--- src/rtl/core/brle_pkg.sv ---
// shared types and constants for the bounded run-length encoder
`default_nettype none

package brle_pkg;

	localparam int unsigned COORD_W = 16;
	localparam int unsigned TAG_W   = 8;
	localparam int unsigned CFG_IDX_W = 3;

	// register indexes on the configuration channel
	typedef enum logic [CFG_IDX_W-1:0] {
		CFG_ROW_WIDTH   = 3'd0,
		CFG_BLOCK_WIDTH = 3'd1,
		CFG_LAYER_Z     = 3'd2,
		CFG_FIRST_ROW   = 3'd3,
		CFG_ROW_COUNT   = 3'd4
	} cfg_index_t;

	localparam logic [COORD_W-1:0] RESET_ROW_WIDTH   = 16'd64;
	localparam logic [COORD_W-1:0] RESET_BLOCK_WIDTH = 16'd8;
	localparam logic [COORD_W-1:0] RESET_LAYER_Z     = 16'd0;
	localparam logic [COORD_W-1:0] RESET_FIRST_ROW   = 16'd0;
	localparam logic [COORD_W-1:0] RESET_ROW_COUNT   = 16'd64;
	localparam logic [COORD_W-1:0] ROWS_DONE_MAX     = 16'hFFFF;

	typedef struct packed {
		logic [COORD_W-1:0] row_width;
		logic [COORD_W-1:0] block_width;
		logic [COORD_W-1:0] layer_z;
		logic [COORD_W-1:0] first_row;
		logic [COORD_W-1:0] row_count;
	} cfg_t;

	typedef struct packed {
		logic               last;
		logic [TAG_W-1:0]   tag;
		logic [COORD_W-1:0] length;
		logic [COORD_W-1:0] z;
		logic [COORD_W-1:0] y;
		logic [COORD_W-1:0] x;
	} result_t;

	// up to two results from one byte, the earlier one in first
	typedef struct packed {
		logic [1:0] count;
		result_t    first;
		result_t    second;
	} push_t;

endpackage

`default_nettype wire

--- src/rtl/core/block_bounded_run_length_encoder_unit.sv ---
// top level of the bounded run-length encoder: registers, input stage, core and queue
`default_nettype none

// Bounded run-length encoder. Tag bytes of one map layer stream in row-major
// order on the s_axis channel, one byte per request. Each row is cut into runs
// of equal tags; a run also ends at every multiple of block_width and at the
// row end, and bytes after row_count rows are dropped without result. Each
// run leaves on m_axis as {run_tag, run_length, run_z, run_y, run_x}, with
// tlast high on the final result that a byte causes (a byte may close the
// previous run and finish its own one-byte run, giving two results). A byte
// is taken every cycle while the queue has room; it is held in the input
// register, is encoded in a single pass against the run state, and its
// results enter a FIFO_DEPTH-entry queue. The output port moves one result
// per cycle while m_axis_tready is high, so bytes with two results stall
// the input once the queue has filled. Configuration writes take effect at
// once and are meant for an idle block; cfg_ready is always high and
// unknown indexes are ignored.
module block_bounded_run_length_encoder_unit #(
	parameter int unsigned FIFO_DEPTH = 4 // at least 2
) (
	input  wire logic        clk,
	input  wire logic        arst_n,
	// configuration writes
	input  wire logic        cfg_valid,
	output logic             cfg_ready,
	input  wire logic [2:0]  cfg_index,
	input  wire logic [15:0] cfg_data,
	// tag byte requests
	input  wire logic        s_axis_tvalid,
	output logic             s_axis_tready,
	input  wire logic [7:0]  s_axis_tdata,  // tag_byte[7:0]
	// run results
	output logic             m_axis_tvalid,
	input  wire logic        m_axis_tready,
	output logic [71:0]      m_axis_tdata,  // run_x[15:0], run_y[31:16], run_z[47:32],
	                                        // run_length[63:48], run_tag[71:64]
	output logic             m_axis_tlast   // last_result
);
	import brle_pkg::*;

	cfg_t             cfg_q;
	logic             valid_s1;
	logic [TAG_W-1:0] tag_s1;
	logic             advance;
	logic             room;
	push_t            push;
	result_t          head;

	// configuration registers
	assign cfg_ready = 1'b1;

	always_ff @(posedge clk or negedge arst_n) begin
		if (!arst_n) begin
			cfg_q.row_width   <= RESET_ROW_WIDTH;
			cfg_q.block_width <= RESET_BLOCK_WIDTH;
			cfg_q.layer_z     <= RESET_LAYER_Z;
			cfg_q.first_row   <= RESET_FIRST_ROW;
			cfg_q.row_count   <= RESET_ROW_COUNT;
		end else if (cfg_valid && cfg_ready) begin
			unique case (cfg_index)
				CFG_ROW_WIDTH:   cfg_q.row_width   <= cfg_data;
				CFG_BLOCK_WIDTH: cfg_q.block_width <= cfg_data;
				CFG_LAYER_Z:     cfg_q.layer_z     <= cfg_data;
				CFG_FIRST_ROW:   cfg_q.first_row   <= cfg_data;
				CFG_ROW_COUNT:   cfg_q.row_count   <= cfg_data;
				default:         cfg_q             <= cfg_q;
			endcase
		end
	end

	// input stage: the held byte moves on once the queue has space for two results
	assign advance       = valid_s1 && room;
	assign s_axis_tready = !valid_s1 || room;

	always_ff @(posedge clk or negedge arst_n) begin
		if (!arst_n) begin
			valid_s1 <= 1'b0;
		end else if (s_axis_tready) begin
			valid_s1 <= s_axis_tvalid;
		end
	end

	// payload needs no reset
	always_ff @(posedge clk) begin
		if (s_axis_tvalid && s_axis_tready) begin
			tag_s1 <= s_axis_tdata;
		end
	end

	// run tracking and result forming
	brle_core u_core (
		.clk     (clk),
		.arst_n  (arst_n),
		.cfg     (cfg_q),
		.advance (advance),
		.tag     (tag_s1),
		.push    (push)
	);

	// result queue decouples the output handshake from the encoder
	brle_outq #(
		.DEPTH (FIFO_DEPTH)
	) u_outq (
		.clk       (clk),
		.arst_n    (arst_n),
		.push      (push),
		.room      (room),
		.out_valid (m_axis_tvalid),
		.out_ready (m_axis_tready),
		.out_data  (head)
	);

	// output packing, run_x in the low bits
	assign m_axis_tdata = {head.tag, head.length, head.z, head.y, head.x};
	assign m_axis_tlast = head.last;

endmodule

`default_nettype wire

--- src/rtl/core/brle_core.sv ---
// run tracking state and the per-byte encode logic
`default_nettype none

module brle_core (
	input  wire logic             clk,
	input  wire logic             arst_n,
	input  wire brle_pkg::cfg_t   cfg,
	input  wire logic             advance,
	input  wire logic [7:0]       tag,
	output brle_pkg::push_t       push
);
	import brle_pkg::*;

	logic [TAG_W-1:0]   open_tag_q;
	logic [COORD_W-1:0] open_start_q;
	logic [COORD_W-1:0] open_length_q;
	logic               run_open_q;
	logic [COORD_W-1:0] column_q;
	logic [COORD_W-1:0] block_offset_q;
	logic [COORD_W-1:0] rows_done_q;

	logic [COORD_W-1:0] rw_eff;
	logic [COORD_W-1:0] bw_eff;
	logic [COORD_W:0]   next_col;
	logic [COORD_W:0]   next_blk;
	logic               active;
	logic               cont;
	logic               row_end;
	logic               blk_end;
	logic               emit_prev;
	logic               emit_own;
	logic [COORD_W-1:0] start_n;
	logic [COORD_W-1:0] length_n;
	logic [COORD_W-1:0] run_y;
	result_t            res_prev;
	result_t            res_own;

	always_comb begin
		rw_eff   = (cfg.row_width == '0) ? COORD_W'(1) : cfg.row_width;
		bw_eff   = (cfg.block_width == '0) ? COORD_W'(1) : cfg.block_width;
		next_col = {1'b0, column_q} + (COORD_W+1)'(1);
		next_blk = {1'b0, block_offset_q} + (COORD_W+1)'(1);
		active   = rows_done_q < cfg.row_count;
		cont     = run_open_q && (tag == open_tag_q);
		row_end  = next_col >= {1'b0, rw_eff};
		blk_end  = !row_end && (next_blk >= {1'b0, bw_eff});
		start_n  = cont ? open_start_q : column_q;
		length_n = cont ? (open_length_q + COORD_W'(1)) : COORD_W'(1);
		run_y    = cfg.first_row + rows_done_q;

		emit_prev = advance && active && run_open_q && !cont;
		emit_own  = advance && active && (row_end || blk_end);

		res_prev.x      = open_start_q;
		res_prev.y      = run_y;
		res_prev.z      = cfg.layer_z;
		res_prev.length = open_length_q;
		res_prev.tag    = open_tag_q;
		res_prev.last   = !emit_own;

		res_own.x      = start_n;
		res_own.y      = run_y;
		res_own.z      = cfg.layer_z;
		res_own.length = length_n;
		res_own.tag    = tag;
		res_own.last   = 1'b1;

		push.count  = {1'b0, emit_prev} + {1'b0, emit_own};
		push.first  = emit_prev ? res_prev : res_own;
		push.second = res_own;
	end

	always_ff @(posedge clk or negedge arst_n) begin
		if (!arst_n) begin
			open_tag_q     <= '0;
			open_start_q   <= '0;
			open_length_q  <= '0;
			run_open_q     <= 1'b0;
			column_q       <= '0;
			block_offset_q <= '0;
			rows_done_q    <= '0;
		end else if (advance && active) begin
			open_tag_q    <= tag;
			open_start_q  <= start_n;
			open_length_q <= length_n;
			run_open_q    <= !(row_end || blk_end);
			if (row_end) begin
				column_q       <= '0;
				block_offset_q <= '0;
				if (rows_done_q != ROWS_DONE_MAX) begin
					rows_done_q <= rows_done_q + COORD_W'(1);
				end
			end else begin
				column_q <= next_col[COORD_W-1:0];
				if (blk_end) begin
					block_offset_q <= '0;
				end else begin
					block_offset_q <= next_blk[COORD_W-1:0];
				end
			end
		end
	end

endmodule

`default_nettype wire

--- src/rtl/core/brle_outq.sv ---
// small result queue, takes up to two results a cycle, gives one while out_ready is high
`default_nettype none

module brle_outq #(
	parameter int unsigned DEPTH = 4
) (
	input  wire logic              clk,
	input  wire logic              arst_n,
	input  wire brle_pkg::push_t   push,
	output logic                   room,
	output logic                   out_valid,
	input  wire logic              out_ready,
	output brle_pkg::result_t      out_data
);
	import brle_pkg::*;

	localparam int unsigned PW = (DEPTH > 1) ? $clog2(DEPTH) : 1;
	localparam int unsigned CW = $clog2(DEPTH + 1);

	result_t        mem_q [DEPTH];
	logic [PW-1:0]  rd_ptr_q;
	logic [PW-1:0]  wr_ptr_q;
	logic [CW-1:0]  count_q;
	logic [PW-1:0]  wr_ptr_1;
	logic [PW-1:0]  wr_ptr_2;
	logic [PW-1:0]  rd_ptr_1;
	logic           pop;

	always_comb begin
		wr_ptr_1  = (wr_ptr_q == PW'(DEPTH - 1)) ? '0 : (wr_ptr_q + PW'(1));
		wr_ptr_2  = (wr_ptr_1 == PW'(DEPTH - 1)) ? '0 : (wr_ptr_1 + PW'(1));
		rd_ptr_1  = (rd_ptr_q == PW'(DEPTH - 1)) ? '0 : (rd_ptr_q + PW'(1));
		out_valid = count_q != '0;
		pop       = out_valid && out_ready;
		out_data  = mem_q[rd_ptr_q];
		// space for two results after this cycle's pop
		room = (count_q <= CW'(DEPTH - 2)) || (pop && (count_q == CW'(DEPTH - 1)));
	end

	always_ff @(posedge clk) begin
		if (push.count != 2'd0) begin
			mem_q[wr_ptr_q] <= push.first;
		end
		if (push.count == 2'd2) begin
			mem_q[wr_ptr_1] <= push.second;
		end
	end

	always_ff @(posedge clk or negedge arst_n) begin
		if (!arst_n) begin
			rd_ptr_q <= '0;
			wr_ptr_q <= '0;
			count_q  <= '0;
		end else begin
			if (pop) begin
				rd_ptr_q <= rd_ptr_1;
			end
			unique case (push.count)
				2'd1:    wr_ptr_q <= wr_ptr_1;
				2'd2:    wr_ptr_q <= wr_ptr_2;
				default: wr_ptr_q <= wr_ptr_q;
			endcase
			count_q <= count_q + CW'(push.count) - CW'(pop);
		end
	end

endmodule

`default_nettype wire

--- config.mk ---
export PLATFORM = sky130hd
export DESIGN_NAME = block_bounded_run_length_encoder_unit
export DESIGN_NICKNAME = d
export VERILOG_FILES = /design/src/rtl/core/brle_pkg.sv /design/src/rtl/core/block_bounded_run_length_encoder_unit.sv /design/src/rtl/core/brle_core.sv /design/src/rtl/core/brle_outq.sv
export SDC_FILE = /design/constraint.sdc
export NUM_CORES = 1
export LEC_CHECK = 0
export ABC_CLOCK_PERIOD_IN_PS = 7100
export BUFFER_PORTS_ARGS = -buffer_cell sky130_fd_sc_hd__buf_2
export CAP_MARGIN = 10
export CELL_PAD_IN_SITES_DETAIL_PLACEMENT = 1
export CELL_PAD_IN_SITES_GLOBAL_PLACEMENT = 1
export CORE_MARGIN = 3
export CORE_UTILIZATION = 50
export CTS_CLUSTER_SIZE = 12
export DETAILED_ROUTE_END_ITERATION = 8
export PLACE_DENSITY = 0.84
export SYNTH_ARGS = -nofsm -noshare
export SYNTH_HDL_FRONTEND = slang
export SYNTH_SLANG_ARGS = --single-unit
export TNS_END_PERCENT = 30
--- constraint.sdc ---
create_clock -name clk -period 7.1 [get_ports clk]
set_input_delay 1.42 -clock clk [delete_from_list [all_inputs] [get_ports clk]]
set_output_delay 1.42 -clock clk [all_outputs]
set_load 0.02 [all_outputs]
# Word-level counts from Yosys, hierarchy flattened
# Memory sizes are Yosys's and may differ from the RTL's.
# Cells that the tools add are included.
[word_totals] regBits=185 ramBits=292 in_bits=32 output_inout_bits=76 elab_cells=91 mem_count=1
[memory_table] memory="u_outq.mem_q" depth=4 width=73 read_ports=1 rd_ports_with_merged_regs=0 write_ports=2 line_no="brle_outq.sv:20" source="result_t mem_q [DEPTH];"
[op_classes] addsub=11 order_cmp=4 n_eq_ne=12 n_mux=16 reduce_logical=30
[op_table] cell="$mux 16" count=7
[op_table] cell="$mux 73" count=1
[op_table] cell="$add 16x1->17 const B" count=2
[op_table] cell="$ge 17x16->1" count=2
[op_table] cell="$add 16x1->16 const B" count=2
[op_table] cell="$logic_not 16->1" count=2
[op_table] cell="$add 16x16->16" count=1
[op_table] cell="$lt 16x16->1" count=1
[op_table] cell="$ne 16x16->1 const B" count=1
[op_table] cell="$logic_and 1x1->1" count=10
[op_table] cell="$reduce_and 2->1" count=5
[op_table] cell="$eq 3x2->1 const B" count=3
[op_table] cell="$eq 2x2->1 const B" count=4
[op_table] cell="$eq 8x8->1" count=1
[op_table] cell="$add 2x1->2 const B" count=3
[op_table] cell="$mux 2" count=3
[op_table] cell="$logic_not 1->1" count=5
[op_table] cell="$mux 1" count=4
[op_table] cell="$pmux 2 s2" count=1
[op_table] cell="$reduce_bool 2->1" count=2
[op_table] cell="$add 3x2->3" count=1
[op_table] cell="$eq 3x1->1 const B" count=1
[op_table] cell="$eq 3x3->1 const B" count=1
[op_table] cell="$le 3x2->1 const B" count=1
[op_table] cell="other kinds (7)" count=9

# Longest topological paths before layout
[logic_depth] ltp_word=12 depth_mapped=23 depth_no_buf=20

# By module
# A second synthesis with hierarchy kept.
[unflattened] hier_cells=1897 hier_area_um2=25742.2
[modules_own_cells] mod="brle_outq" n_inst=1 cells_per_inst=765 area_per_inst_um2=14700.3 seq_area_each_um2=8943.6
[modules_own_cells] mod="brle_core" n_inst=1 cells_per_inst=944 area_per_inst_um2=7662.3 seq_area_each_um2=2227.1
[modules_own_cells] mod="block_bounded_run_length_encoder_unit" n_inst=1 cells_per_inst=188 area_per_inst_um2=3379.5 seq_area_each_um2=2270.9

# Worst setup path after synthesis
# No wires, ideal clock.
[synth_path] kind="register to register" start="reg u_core.column_q[2]" end="mem u_outq.mem_q[1][48] (netlist name), data pin" setup_time_ps=144 t_arrival_ps=6395 required_ps=6956 setup_slack_ps=561 stages_incl_launch_ff=22 n_path_buf=5 synth_period_minus_slack_ps=6539 path_cell_list="dfrtp_1 > clkbuf_1 > and3_1 > nand3_1 > nor2_1 > nand3_1 > xnor2_1 > ha_1 > and4_1 > nand4_1 > o211a_1 > buf_2 > buf_1 > a31oi_1 > inv_1 > ha_1 > nand2b_1 > and2_1 > buf_1 > inv_1 > clkbuf_1 > o211a_1"
[synth_rtl] item="start, declared" line_no="brle_core.sv:18" source="logic [COORD_W-1:0] column_q;"
[synth_rtl] item="start signal, assigned" line_no="brle_core.sv:94" source="column_q <= next_col[COORD_W-1:0];"
[synth_rtl] item="end, declared" line_no="brle_outq.sv:20"

==> impl_metrics.csv <==
group,metric,value,unit
layout,area_growth_syn_to_layout,10.7,%
critical_path,cp_slowest_cell,"sky130_fd_sc_hd__and2_1",
clocking,buffer_cell_driving_the_clock_tree_root,"sky130_fd_sc_hd__clkbuf_16",
floorplan,die_w,225,um
routing,drt-vias-per-instance,6.42,
routing,route.detailed.drc,0,
logic_synthesis,synth-warning-count,0,
power,power,9.51,mW
placement,number_of_i_o_port_buffers,106,
floorplan,start_util,0.512,
power,pwr_density_cell,357,mW/mm^2
min_path,worstHoldPathType,"flip-flop to flip-flop",
floorplan,std_cell_rows,79,
routing,post_drt_wl_per_cell,25.4,um
routing,drtPass1Iterations,5,
timing,slew_viol_final,0,
logic_synthesis,synth_edf_count,296,
critical_path,cp_num_buf_inv,4,
critical_path,crit_path_max_fanout,45,
timing,worstMarginPinSlew,1.21,ns
routing,detail-route-antenna-nets,0,
placement,gp_congestion,0.822,
timing,fin_hold_ws,0.509,ns
clocking,cts_buffer_depth,3,
placement,placedInstanceArea,0.0251,mm^2
global_routing,grt_pass1_vias,18500,
critical_path,worstSetupStartpointType,"flip-flop",
global_routing,globalRoute.totalOverflow,0,
layout,antennaDiodeCount,0,
layout,fin_nets,2148,
timing,setup_total_negative_slack,0,ns
clocking,tritoncts,"done",
global_routing,grt_start_max_net_pins,80,
logic_synthesis,synthesis.area_per_instance,12.1,um^2
logic_synthesis,synth_seq_area_share,0.557,
critical_path,crit_chain,"ha_1, nand2_1, nor4_2, nand3_1, xnor2_1, ha_1, a21o_1, a21o_1, a31oi_1, a31oi_1, inv_1, ha_1, nand2b_1, and2_1, buf_4, clkinv_2, buf_4, a31oi_1, nand3_1",
timing,min_period,6.00,ns
global_routing,wire_length_of_the_first_global_routing_pass,107000,um
global_routing,grt_util_all_layers,0.270,
layout,fillerInstances,4806,
logic_synthesis,post_synthesis_sequential_element_count,477,
clocking,post_cts_resized,0,
critical_path,path_delay_family,"simple AND/OR/NAND/NOR gates",
logic_synthesis,number_of_distinct_library_cells_after_synthesis,71,
logic_synthesis,ys.flop_type,"sky130_fd_sc_hd__edfxtp_1",
critical_path,path_class,"flip-flop to flip-flop",
logic_synthesis,synthesis.area,0.0241,mm^2
timing,final_clock_period_utilization_by_the_worst_path,0.845,
timing,finalClockSkew,0.0194,ns
clocking,hold_fix_buffers_at_cts,0,
routing,finalWirelength,68100,um
clocking,post-cts-setup-buffers,0,
critical_path,timing.critical_path.arrival,6.34,ns
critical_path,cp_slowest_stage_delay,0.78,ns
floorplan,die_height,225,um
timing,max_freq,167,MHz
timing,slew-limit-headroom,0.189,
floorplan,die_footprint,0.0508,mm^2
layout,finalInstanceArea,0.0267,mm^2
clocking,cts_buffers,51,
status,run_status,"complete, no violations",
clocking,number_of_h_tree_levels,2,
job,max_cap_violations,0,
logic_synthesis,synth_fp_nets,2105,
floorplan,core_area,0.0471,mm^2
placement,detailedPlacementHpwl,43400,um
critical_path,timing.critical_path.required,7.44,ns
power,total_leakage_power,10.2,nW
routing,dr.first_iter.drc_count,1725,
power,ir_drop,0.179,mV
clocking,clkLatencyLatePin,0.60,ns
timing,grt_setup_unrepaired,"false",
global_routing,grt_antenna_before_repair,0,
layout,final_layout_size_suffix_gt1_frac,0.176,
clocking,clock_transition_time_at_the_flip_flop_clock_pins_of_the_worst_setup_and_hold_paths,0.06,ns
routing,num_vias,17200,
clocking,cts.sinks,477,
floorplan,io-pin-count,108,
logic_synthesis,share_of_async_settable_or_async_resettable_flops_after_synthesis,0.371,
logic_synthesis,syn_inst,1991,
critical_path,worst_setup_path_end_kind,"flip-flop",
timing,final_hold_viol_count,0,
timing,setup-violations-final,0,
final timing paths:
kind,cells past startpoint,slack (ns),startpoint,end
max,19,1.10,u_core.block_offset_q[0],u_outq.mem_q[1][30]
min,2,0.51,u_outq.mem_q[0][72],u_outq.mem_q[0][72]
max reg2reg,19,1.10,u_core.block_offset_q[0],u_outq.mem_q[1][30]
min reg2reg,2,0.51,u_outq.mem_q[0][72],u_outq.mem_q[0][72]
max in group asynchronous,2,4.88,arst_n,cfg_q[57]
min in group asynchronous,1,0.81,arst_n,cfg_q[34]
report_power, final:
group	total [mW]	switching (mW)	internal (mW)
registers	3.88	0.412	3.47
logic	3.04	1.93	1.11
clock network	2.59	1.11	1.48
flip-flops by register name (all words and copies together), names as in the netlist:
name / cells
cfg_q: 80
tag_s1: 8
u_core.block_offset_q: 16
u_core.column_q: 16
u_core.open_length_q: 16
u_core.open_start_q: 16
u_core.open_tag_q: 8
u_core.rows_done_q: 16
u_core.run_open_q: 1
u_outq.count_q: 3
u_outq.mem_q: 292
u_outq.rd_ptr_q: 2
u_outq.wr_ptr_q: 2
valid_s1: 1
metrics by stage:
stage / worst slack (ns) / utilization / cells
2_1_floorplan: 0.561 / - / 1991
3_3_place_gp: 1.53 / 0.533 / 2587
3_5_place_dp: 1.19 / 0.533 / 2587
4_1_cts: 1.15 / 0.567 / 2682
5_1_grt: 0.682 / 0.567 / 2683
6_report: 1.10 / 0.567 / 2683
placed cells by master, fill, tap and decap left out, types with 73 or more instances in the layout:
cell type	n
sky130_fd_sc_hd__dfrtp_1	172
sky130_fd_sc_hd__nor2_1	129
sky130_fd_sc_hd__buf_2	105
sky130_fd_sc_hd__ha_1	80
sky130_fd_sc_hd__mux4_2	73
sky130_fd_sc_hd__nand3_1	74
sky130_fd_sc_hd__and2_1	79
sky130_fd_sc_hd__inv_1	74
sky130_fd_sc_hd__o21ai_0	86
sky130_fd_sc_hd__edfxtp_1	296
sky130_fd_sc_hd__nand2_1	183
per-layer routing:
| layer | track usage | vias to the layer above | part of all wire |
|---|---|---|---|
| li1 | - | 7519 | - |
| met1 | 0.349 | 8848 | 0.41 |
| met2 | 0.467 | 670 | 0.50 |
| met3 | 0.0335 | 181 | 0.055 |
| met4 | 0.104 | 0 | 0.036 |
| met5 | 0 | - | 0 |
worst register-to-register path, stage by stage (launching register included):
cell	delay (ns)
sky130_fd_sc_hd__dfrtp_1	0.42
sky130_fd_sc_hd__ha_1	0.31
sky130_fd_sc_hd__nand2_1	0.11
sky130_fd_sc_hd__nor4_2	0.50
sky130_fd_sc_hd__nand3_1	0.17
sky130_fd_sc_hd__xnor2_1	0.25
sky130_fd_sc_hd__ha_1	0.30
sky130_fd_sc_hd__a21o_1	0.19
sky130_fd_sc_hd__a21o_1	0.20
sky130_fd_sc_hd__a31oi_1	0.43
sky130_fd_sc_hd__a31oi_1	0.34
sky130_fd_sc_hd__inv_1	0.17
sky130_fd_sc_hd__ha_1	0.23
sky130_fd_sc_hd__nand2b_1	0.19
sky130_fd_sc_hd__and2_1	0.78
sky130_fd_sc_hd__buf_4	0.40
sky130_fd_sc_hd__clkinv_2	0.09
sky130_fd_sc_hd__buf_4	0.31
sky130_fd_sc_hd__a31oi_1	0.26
sky130_fd_sc_hd__nand3_1	0.10
synth_stat cells (all sizes together), types with 37 or more instances:
| cell | n | area share |
|---|---|---|
| mux2 | 53 | 0.025 |
| clkbuf | 88 | 0.014 |
| dfrtp | 174 | 0.18 |
| nor2 | 130 | 0.020 |
| a22o | 60 | 0.022 |
| o21ai | 89 | 0.018 |
| buf | 62 | 0.013 |
| and2 | 79 | 0.021 |
| inv | 79 | 0.012 |
| mux4 | 73 | 0.068 |
| edfxtp | 296 | 0.37 |
| xnor2 | 37 | 0.013 |
| ha | 80 | 0.042 |
| a31oi | 43 | 0.011 |
| a21oi | 59 | 0.013 |
| nand2 | 183 | 0.029 |
| nand3 | 74 | 0.015 |
| a32o | 48 | 0.020 |
| xor2 | 38 | 0.014 |
cell families after synthesis:
group / after synthesis / synth area share
buffers and inverters: 229 / 0.0386
xor gates and xnor gates: 75 / 0.0273
and+or+nand+nor: 606 / 0.123
other: 1 / 0.000156
DFF: 477 / 0.557
AOI/OAI and AO/OA: 392 / 0.117
muxes: 129 / 0.0943
adders and majority gates: 82 / 0.0432
layout make-up:
cell class,count,area [um^2],share of cell area
Clock buffer,82,1450,0.0545
Clock inverter,13,145,0.00544
Inverter,79,302,0.0113
Multi-Input combinational cell,1285,9800,0.368
Sequential cell,477,13400,0.503
Tap cell,607,759,0.0285
Timing Repair Buffer,140,796,0.0298
Power figures use the tool's default switching activity.
